--- src/sv/tuq_pkg.sv ---
// shared types, constants and uid helper for the tag uid report qualifier
package tuq_pkg;

    localparam int CfgWidth = 16;
    localparam int TimeWidth = 32;
    localparam int UidLoWidth = 64;
    localparam int UidHiWidth = 16;
    localparam int UidLenWidth = 4;
    localparam int UidLoBytes = UidLoWidth / 8;

    localparam logic [UidLenWidth-1:0] UidLenMax = 4'd10;

    localparam logic [CfgWidth-1:0] PollIntervalReset = 16'd60;
    localparam logic [CfgWidth-1:0] LeaveTimeoutReset = 16'd500;
    localparam logic [CfgWidth-1:0] RepeatWindowReset = 16'd300;

    typedef enum logic [1:0] {
        REG_POLL_INTERVAL = 2'd0,
        REG_LEAVE_TIMEOUT = 2'd1,
        REG_REPEAT_WINDOW = 2'd2
    } cfg_reg_t;

    typedef enum logic {
        KIND_POLL   = 1'b0,
        KIND_IGNORE = 1'b1
    } kind_t;

    typedef struct packed {
        logic [UidLoWidth-1:0]  lo;
        logic [UidHiWidth-1:0]  hi;
        logic [UidLenWidth-1:0] len;
    } uid_t;

    typedef struct packed {
        kind_t                kind;
        logic                 card_seen;
        uid_t                 uid;
        logic [TimeWidth-1:0] now_ms;
        logic [TimeWidth-1:0] duration_ms;
    } item_t;

    typedef struct packed {
        logic [CfgWidth-1:0] poll_interval;
        logic [CfgWidth-1:0] leave_timeout;
        logic [CfgWidth-1:0] repeat_window;
    } cfg_t;

    typedef struct packed {
        logic report;
        uid_t uid;
    } result_t;

    // clamp length to ten bytes and clear bytes beyond it
    function automatic uid_t clean_uid(logic [UidLoWidth-1:0] lo,
                                       logic [UidHiWidth-1:0] hi,
                                       logic [UidLenWidth-1:0] len);
        uid_t                   u;
        logic [UidLenWidth-1:0] n;
        logic [UidLoWidth-1:0]  mlo;
        logic [UidHiWidth-1:0]  mhi;
        n = (len > UidLenMax) ? UidLenMax : len;
        mlo = '0;
        for (int i = 0; i < UidLoBytes; i++)
        begin
            mlo[UidLoWidth-1-8*i -: 8] = (n > UidLenWidth'(i)) ? 8'hFF : 8'h00;
        end
        mhi[15:8] = (n > UidLenWidth'(UidLoBytes)) ? 8'hFF : 8'h00;
        mhi[7:0]  = (n > UidLenWidth'(UidLoBytes + 1)) ? 8'hFF : 8'h00;
        u.lo  = lo & mlo;
        u.hi  = hi & mhi;
        u.len = n;
        return u;
    endfunction

endpackage

--- src/sv/tuq_cfg.sv ---
// configuration registers: poll interval, leave timeout, repeat window
module tuq_cfg
    import tuq_pkg::*;
(
    input  logic                clk,
    input  logic                rst_n,
    input  logic                cfg_we,
    input  logic [1:0]          cfg_index,
    input  logic [CfgWidth-1:0] cfg_data,
    output cfg_t                cfg
);

    cfg_t cfg_reg;
    cfg_t cfg_next;

    always_comb
    begin
        cfg_next = cfg_reg;
        if (cfg_we)
        begin
            case (cfg_reg_t'(cfg_index))
                REG_POLL_INTERVAL: cfg_next.poll_interval = cfg_data;
                REG_LEAVE_TIMEOUT: cfg_next.leave_timeout = cfg_data;
                REG_REPEAT_WINDOW: cfg_next.repeat_window = cfg_data;
                default:           cfg_next = cfg_reg;
            endcase
        end
    end

    always_ff @(posedge clk or negedge rst_n)
    begin
        if (!rst_n)
        begin
            cfg_reg.poll_interval <= PollIntervalReset;
            cfg_reg.leave_timeout <= LeaveTimeoutReset;
            cfg_reg.repeat_window <= RepeatWindowReset;
        end
        else
        begin
            cfg_reg <= cfg_next;
        end
    end

    assign cfg = cfg_reg;

endmodule

--- src/sv/tuq_core.sv ---
// qualification state and decision logic, one request per cycle while go is high
module tuq_core
    import tuq_pkg::*;
(
    input  logic    clk,
    input  logic    rst_n,
    input  logic    go,
    input  item_t   item,
    input  cfg_t    cfg,
    output result_t res
);

    logic [TimeWidth-1:0] last_poll_reg, last_poll_next;
    logic                 active_valid_reg, active_valid_next;
    uid_t                 active_uid_reg, active_uid_next;
    logic [TimeWidth-1:0] last_seen_reg, last_seen_next;
    logic                 ignore_armed_reg, ignore_armed_next;
    uid_t                 ignore_uid_reg, ignore_uid_next;
    logic [TimeWidth-1:0] ignore_deadline_reg, ignore_deadline_next;
    uid_t                 last_rep_uid_reg, last_rep_uid_next;
    logic [TimeWidth-1:0] last_rep_time_reg, last_rep_time_next;

    logic [TimeWidth-1:0] since_poll;
    logic [TimeWidth-1:0] since_seen;
    logic [TimeWidth-1:0] since_rep;
    logic                 poll_ok;
    logic                 leave_due;
    logic                 ignore_expire;
    logic                 ignore_hit;
    logic                 active_hit;
    logic                 repeat_hit;
    logic                 rep_fire;

    assign since_poll = item.now_ms - last_poll_reg;
    assign since_seen = item.now_ms - last_seen_reg;
    assign since_rep  = item.now_ms - last_rep_time_reg;

    assign poll_ok   = since_poll >= {{(TimeWidth-CfgWidth){1'b0}}, cfg.poll_interval};
    assign leave_due = active_valid_reg &&
                       (since_seen > {{(TimeWidth-CfgWidth){1'b0}}, cfg.leave_timeout});

    assign ignore_expire = (ignore_deadline_reg != '0) && (item.now_ms > ignore_deadline_reg);
    assign ignore_hit    = !ignore_expire && ignore_armed_reg &&
                           (item.now_ms <= ignore_deadline_reg) &&
                           (item.uid == ignore_uid_reg);
    assign active_hit    = active_valid_reg && (item.uid == active_uid_reg);
    assign repeat_hit    = (last_rep_uid_reg.len != '0) && (item.uid == last_rep_uid_reg) &&
                           (since_rep < {{(TimeWidth-CfgWidth){1'b0}}, cfg.repeat_window});

    assign rep_fire = (item.kind == KIND_POLL) && poll_ok && item.card_seen &&
                      !ignore_hit && !active_hit && !repeat_hit;

    always_comb
    begin
        last_poll_next       = last_poll_reg;
        active_valid_next    = active_valid_reg;
        active_uid_next      = active_uid_reg;
        last_seen_next       = last_seen_reg;
        ignore_armed_next    = ignore_armed_reg;
        ignore_uid_next      = ignore_uid_reg;
        ignore_deadline_next = ignore_deadline_reg;
        last_rep_uid_next    = last_rep_uid_reg;
        last_rep_time_next   = last_rep_time_reg;

        case (item.kind)
            KIND_IGNORE:
            begin
                ignore_uid_next      = item.uid;
                ignore_armed_next    = item.uid.len != '0;
                ignore_deadline_next = item.now_ms + item.duration_ms;
            end
            KIND_POLL:
            begin
                if (poll_ok)
                begin
                    last_poll_next = item.now_ms;
                    if (!item.card_seen)
                    begin
                        if (leave_due)
                        begin
                            active_valid_next = 1'b0;
                            active_uid_next   = '0;
                        end
                    end
                    else
                    begin
                        last_seen_next = item.now_ms;
                        if (ignore_expire)
                        begin
                            ignore_armed_next    = 1'b0;
                            ignore_uid_next      = '0;
                            ignore_deadline_next = '0;
                        end
                        if (!active_hit || ignore_hit)
                        begin
                            active_valid_next = 1'b1;
                            active_uid_next   = item.uid;
                        end
                        if (rep_fire)
                        begin
                            last_rep_uid_next  = item.uid;
                            last_rep_time_next = item.now_ms;
                        end
                    end
                end
            end
            default:
            begin
                last_poll_next = last_poll_reg;
            end
        endcase
    end

    always_ff @(posedge clk or negedge rst_n)
    begin
        if (!rst_n)
        begin
            last_poll_reg       <= '0;
            active_valid_reg    <= 1'b0;
            active_uid_reg      <= '0;
            last_seen_reg       <= '0;
            ignore_armed_reg    <= 1'b0;
            ignore_uid_reg      <= '0;
            ignore_deadline_reg <= '0;
            last_rep_uid_reg    <= '0;
            last_rep_time_reg   <= '0;
        end
        else if (go)
        begin
            last_poll_reg       <= last_poll_next;
            active_valid_reg    <= active_valid_next;
            active_uid_reg      <= active_uid_next;
            last_seen_reg       <= last_seen_next;
            ignore_armed_reg    <= ignore_armed_next;
            ignore_uid_reg      <= ignore_uid_next;
            ignore_deadline_reg <= ignore_deadline_next;
            last_rep_uid_reg    <= last_rep_uid_next;
            last_rep_time_reg   <= last_rep_time_next;
        end
    end

    assign res.report = rep_fire;
    assign res.uid    = rep_fire ? item.uid : '0;

`ifndef NO_ASSERTIONS
    a_report_sets_active: assert property (@(posedge clk) disable iff (!rst_n)
        go && rep_fire |=> active_valid_reg && (active_uid_reg == $past(item.uid)))
        else $error("reported card not active");

    a_report_sets_last: assert property (@(posedge clk) disable iff (!rst_n)
        go && rep_fire |=> last_rep_uid_reg == $past(item.uid) &&
                          last_rep_time_reg == $past(item.now_ms))
        else $error("last reported uid not updated");

    a_armed_has_len: assert property (@(posedge clk) disable iff (!rst_n)
        ignore_armed_reg |-> ignore_uid_reg.len != '0)
        else $error("ignore armed with empty uid");

    a_inactive_clear: assert property (@(posedge clk) disable iff (!rst_n)
        !active_valid_reg |-> active_uid_reg == '0)
        else $error("released card uid not cleared");

    a_no_report_on_ignore: assert property (@(posedge clk) disable iff (!rst_n)
        go && item.kind == KIND_IGNORE |=> $stable(last_rep_time_reg))
        else $error("ignore request touched report state");
`endif

endmodule

--- src/sv/tag_uid_report_qualifier.sv ---
// top level: input register, qualification core and result register
// Takes one request per clock cycle unless out_ready holds back the result
// register. A request is captured in an input register, passes the
// qualification logic and lands in a result register. The qualification
// state updates in the same cycle the request moves to the result register,
// which is what sets the one-request-per-cycle rate. The input side keeps
// accepting while a result waits, until both the input and result registers
// are full. Configuration writes take effect on the next cycle.
module tag_uid_report_qualifier
    import tuq_pkg::*;
(
    input  logic                   clk,
    input  logic                   rst_n,
    input  logic                   in_valid,
    output logic                   in_ready,
    input  logic                   kind,
    input  logic                   card_seen,
    input  logic [UidLoWidth-1:0]  uid_low,
    input  logic [UidHiWidth-1:0]  uid_high,
    input  logic [UidLenWidth-1:0] uid_len,
    input  logic [TimeWidth-1:0]   now_ms,
    input  logic [TimeWidth-1:0]   duration_ms,
    output logic                   out_valid,
    input  logic                   out_ready,
    output logic                   report,
    output logic [UidLoWidth-1:0]  rep_uid_low,
    output logic [UidHiWidth-1:0]  rep_uid_high,
    output logic [UidLenWidth-1:0] rep_uid_len,
    input  logic                   cfg_we,
    input  logic [1:0]             cfg_index,
    input  logic [CfgWidth-1:0]    cfg_data
);

    logic    in_vld_reg, in_vld_next;
    item_t   in_reg;
    logic    out_vld_reg, out_vld_next;
    result_t out_reg;
    logic    advance;
    logic    take;
    cfg_t    cfg;
    result_t res;

    assign advance  = in_vld_reg && (!out_vld_reg || out_ready);
    assign in_ready = !in_vld_reg || advance;
    assign take     = in_valid && in_ready;

    assign in_vld_next  = take ? 1'b1 : (advance ? 1'b0 : in_vld_reg);
    assign out_vld_next = advance ? 1'b1 : (out_ready ? 1'b0 : out_vld_reg);

    always_ff @(posedge clk or negedge rst_n)
    begin
        if (!rst_n)
        begin
            in_vld_reg  <= 1'b0;
            out_vld_reg <= 1'b0;
        end
        else
        begin
            in_vld_reg  <= in_vld_next;
            out_vld_reg <= out_vld_next;
        end
    end

    always_ff @(posedge clk)
    begin
        if (take)
        begin
            in_reg.kind        <= kind_t'(kind);
            in_reg.card_seen   <= card_seen;
            in_reg.uid         <= clean_uid(uid_low, uid_high, uid_len);
            in_reg.now_ms      <= now_ms;
            in_reg.duration_ms <= duration_ms;
        end
        if (advance)
        begin
            out_reg <= res;
        end
    end

    tuq_cfg u_cfg (
        .clk       (clk),
        .rst_n     (rst_n),
        .cfg_we    (cfg_we),
        .cfg_index (cfg_index),
        .cfg_data  (cfg_data),
        .cfg       (cfg)
    );

    tuq_core u_core (
        .clk   (clk),
        .rst_n (rst_n),
        .go    (advance),
        .item  (in_reg),
        .cfg   (cfg),
        .res   (res)
    );

    assign out_valid    = out_vld_reg;
    assign report       = out_reg.report;
    assign rep_uid_low  = out_reg.uid.lo;
    assign rep_uid_high = out_reg.uid.hi;
    assign rep_uid_len  = out_reg.uid.len;

endmodule
--- config.mk ---
export PLATFORM = sky130hd
export DESIGN_NAME = tag_uid_report_qualifier
export DESIGN_NICKNAME = d
export VERILOG_FILES = /design/src/sv/tuq_pkg.sv /design/src/sv/tuq_cfg.sv /design/src/sv/tuq_core.sv /design/src/sv/tag_uid_report_qualifier.sv
export SDC_FILE = /design/constraint.sdc
export NUM_CORES = 1
export LEC_CHECK = 0
export ABC_AREA = 1
export ABC_CLOCK_PERIOD_IN_PS = 4650
export BUFFER_PORTS_ARGS = -buffer_cell sky130_fd_sc_hd__buf_2
export CAP_MARGIN = 0
export CORE_MARGIN = 4
export CORE_UTILIZATION = 42
export DETAILED_ROUTE_END_ITERATION = 12
export PLACE_DENSITY = 0.59
export SETUP_SLACK_MARGIN = 0.1
export SYNTH_ARGS = -nofsm -noshare
export SYNTH_HDL_FRONTEND = slang
export SYNTH_SLANG_ARGS = --single-unit
--- constraint.sdc ---
create_clock -name clk -period 4.65 [get_ports clk]
set_input_delay 0.465 -clock clk [delete_from_list [all_inputs] [get_ports clk]]
set_output_delay 0.465 -clock clk [all_outputs]
set_load 0.05 [all_outputs]
==> results.cfg <==
[setup_path]
crit_path_cell_trace = inv_1 > buf_4 > ha_1 > inv_1 > fa_1 > nand3_1 > nand3_1 > nand2_1 > nand2_1 > nand3_1 > nand2_1 > xor2_1 > ha_1 > nand2_1 > nor2_1 > nand2_1 > o211ai_1 > a31oi_1 > nand4_1 > buf_4 > nand3_4 > buf_16 > nand2_1 > nand2_1
path_class = flop to flop
crit_buf_inv = 5
critPathMaxFanout = 65
cp.required_ns = 5.27
regToRegStartpoint = in_reg[32]$_DFFE_PP_
worstSetupEndpointType = flop
crit_top_cell = nand2_1
critical-path-top-delay-family = simple AND/OR/NAND/NOR gates
worst_r2r_path_depth = 24
cp-start-kind = flop
slowest_delay_ns = 0.46
slowest_stage = fa_1
worstSetupPathDepth = 24
critPathLaunch = in_reg[32]$_DFFE_PP_
arrival_ns = 4.89

[clock_tree]
htree_levels = 3
cts_tree = yes
clk_path_buf_depth = 3
cts-root-buf = clkbuf_16
cts.clk_slew.worst_paths_ns = 0.06
cts.sinks = 667
numCtsBuffers = 81
clk_latency_ns = 0.69

[cells_and_area]
ff_latch_area_um2 = 17900
multi_input_area_um2 = 19600
num_antenna_cells = 0
fillCellCount = 9818
drive_gt1_share_pct = 10.3
largest_reg_flops = 150
design_area_um2 = 48400
final_nets = 6316
area_growth_pct = 16.6

[power_and_ir_drop]
p_sw_share_pct = 41.3
p_comb_share_pct = 39.3
p_int_w = 0.0149
power_density_nw_per_um2 = 523
p_switching_w = 0.0105
sequentialPowerShare_pct = 33.9
p_leak_nw = 25.1
ir_drop_mv = 0.280
p_clk_share_pct = 26.9

[timing]
fin_ws_ns = 0.383
worstMarginPinSlew_ns = 1.20
rsz0062_at_grt = no
worst_clock_skew_ns = 0.0409
tns_ns = 0
fin_crit_sh_pct = 91.8
slew_violations = 0
relSlewSlack_pct = 19.5
setup_viol = 0
finalHoldViolCount = 0
fmax_mhz = 234
holdWs_ns = 0.0400
period_minus_slack_ns = 4.27

[worst_hold_path]
holdPathStages = 3
hold_start = uid_low[46]
hold_class = input pin to flop

[synth]
synth_nets = 5987
synthCells = 5607
synth_area_leaders = dfrtp_1 (25%), edfxtp_1 (17%), nand2_1 (16%)
ys_ff_latch = 667
ys_dominant_reg_cell = dfrtp_1
synth_edf_count = 235
synth-async-reset-ratio_pct = 64.8
synth.largest_area_cell = dfrtp_1
yosysSeqAreaShare_pct = 43.1
synth_cell_types = 53
yosysTopAreaCellShare_pct = 25.2
syn_area_per_cell_um2 = 7.41
synth_commonest_cells = nand2_1 (1745), inv_1 (825), nor2_1 (563), dfrtp_1 (418), nand3_1 (339)
ys_warn_count = 0
netlist_area_um2 = 41500
yosysMostFrequentCell = nand2_1

[route]
via_per_inst = 5.27
first_pass_iters = 7
ant_nets = 0
wirelength_mm = 151
route.detailed.drc = 0
via_count = 38500
drt-initial-drc-count = 3906
post_drt_wl_per_cell_um = 20.7

[grt]
grt_usage_pct = 28.6
antenna_found_initial = 1
grt_pass1_vias = 36200
grt_max_degree = 104
grt_pass1_wl_mm = 226
overflow = 0

[placed_design]
hpwl_mm = 114
portBuffers = 259
dp_slack_ns = 0.0999
place.gp.congestion = 0.984
dpl_cell_area_um2 = 44700

[die]
die_h_um = 322
ioPinCount = 260
fp.coreArea_um2 = 98300
rows = 115
dieArea_um2 = 104000
dieWidth_um = 322
initial_core_util_pct = 42.3

[outcome]
outcome = complete, no violations

[run]
max_cap_violations = 0
## metal layers
metal,vias to the layer above,share of wire (%),track usage [%]
met5,-,0,0
met4,0,2.3,6.59
met3,198,8.8,5.64
met2,1566,41,41.4
met1,18100,47,43.9
li1,18600,-,-
## per-stage QoR
stage               util (%)  power, W  instances
global route            49.3    0.0271       7292
CTS                     49.1    0.0253       7283
finish                  49.3    0.0253       7292
detailed placement      45.5    0.0183       7065
floorplan                  -    0.0151       5607
global placement        45.5    0.0182       7065
## worst paths after layout
path                                                                  to  slack (ns)
worst max-delay path             u_core.last_rep_uid_reg[51]$_DFFE_PN0P_        0.38
worst min-delay path                               in_reg[130]$_DFFE_PP_        0.04
worst max register to register   u_core.last_rep_uid_reg[51]$_DFFE_PN0P_        0.38
worst min register to register  u_core.last_rep_time_reg[16]$_DFFE_PN0P_        0.47
max in group asynchronous          u_core.active_uid_reg[55]$_DFFE_PN0P_        3.15
min in group asynchronous            u_core.last_poll_reg[2]$_DFFE_PN0P_        0.39
## timing repair
| item | CTS | global route |
|---|---|---|
| pin swaps | 0 | 6 |
| hold endpoints to repair | 130 | 0 |
| hold buffers | 66 | 0 |
| gates resized for setup | 1 | 14 |
| setup buffers | 0 | 6 |
| setup endpoints to repair | 1 | 464 |
| cloned | 0 | 3 |
## power groups by stage
stage	logic (W)	registers (W)	clock network [W]
floorplan	0.00651	0.00859	0
global placement	0.00958	0.00862	0
detailed placement	0.00968	0.00864	0
CTS	0.00978	0.00855	0.00695
global route	0.0112	0.00873	0.00716
finish	0.00995	0.00858	0.00681
## placed cells by master (no fill, tap or decap), drive strengths merged, types with 4 or more instances in the layout
cell type / synthesis / final
a211oi: 4 / 4
a21o: 8 / 8
a21oi: 192 / 192
a31oi: 7 / 7
and2: 10 / 10
and3: 4 / 4
buf: 113 / 381
bufinv: 0 / 9
clkbuf: 91 / 111
clkinv: 1 / 20
clkinvlp: 0 / 10
dfrtp: 418 / 418
dfstp: 14 / 14
dlygate4sd3: 0 / 66
edfxtp: 235 / 235
fa: 4 / 4
ha: 203 / 203
inv: 832 / 837
nand2: 1748 / 1748
nand3: 341 / 341
nand3b: 9 / 9
nand4: 253 / 253
nor2: 568 / 569
nor3: 63 / 63
nor3b: 18 / 18
nor4: 40 / 40
o2111ai: 7 / 7
o21a: 6 / 6
o21ai: 163 / 163
o21bai: 16 / 16
o221ai: 4 / 4
o22ai: 5 / 5
or2: 67 / 67
xnor2: 48 / 48
xor2: 106 / 106
## logic make-up after synthesis
logic type	synth area share (%)
and+or+nand+nor	32.1
adders and majority gates	6.31
xor gates and xnor gates	3.25
AOI/OAI and AO/OA	5.47
DFF	43.1
buffers and inverters	9.83
## final cells by class
class	instances	share of cell area [%]
Multi-Input combinational cell	3904	40.6
Sequential cell	667	36.9
Timing Repair Buffer	449	6.80
Inverter	833	6.48
Clock buffer	109	4.65
Tap cell	1287	3.32
Clock inverter	43	1.26
## tightest hold or removal path: cells and delay by family
kind / cells / cell delay [ns]
buffers and inverters: 2 / 0.11
AND/OR/NAND/NOR: 1 / 0.04
Power figures use the tool's default switching activity.
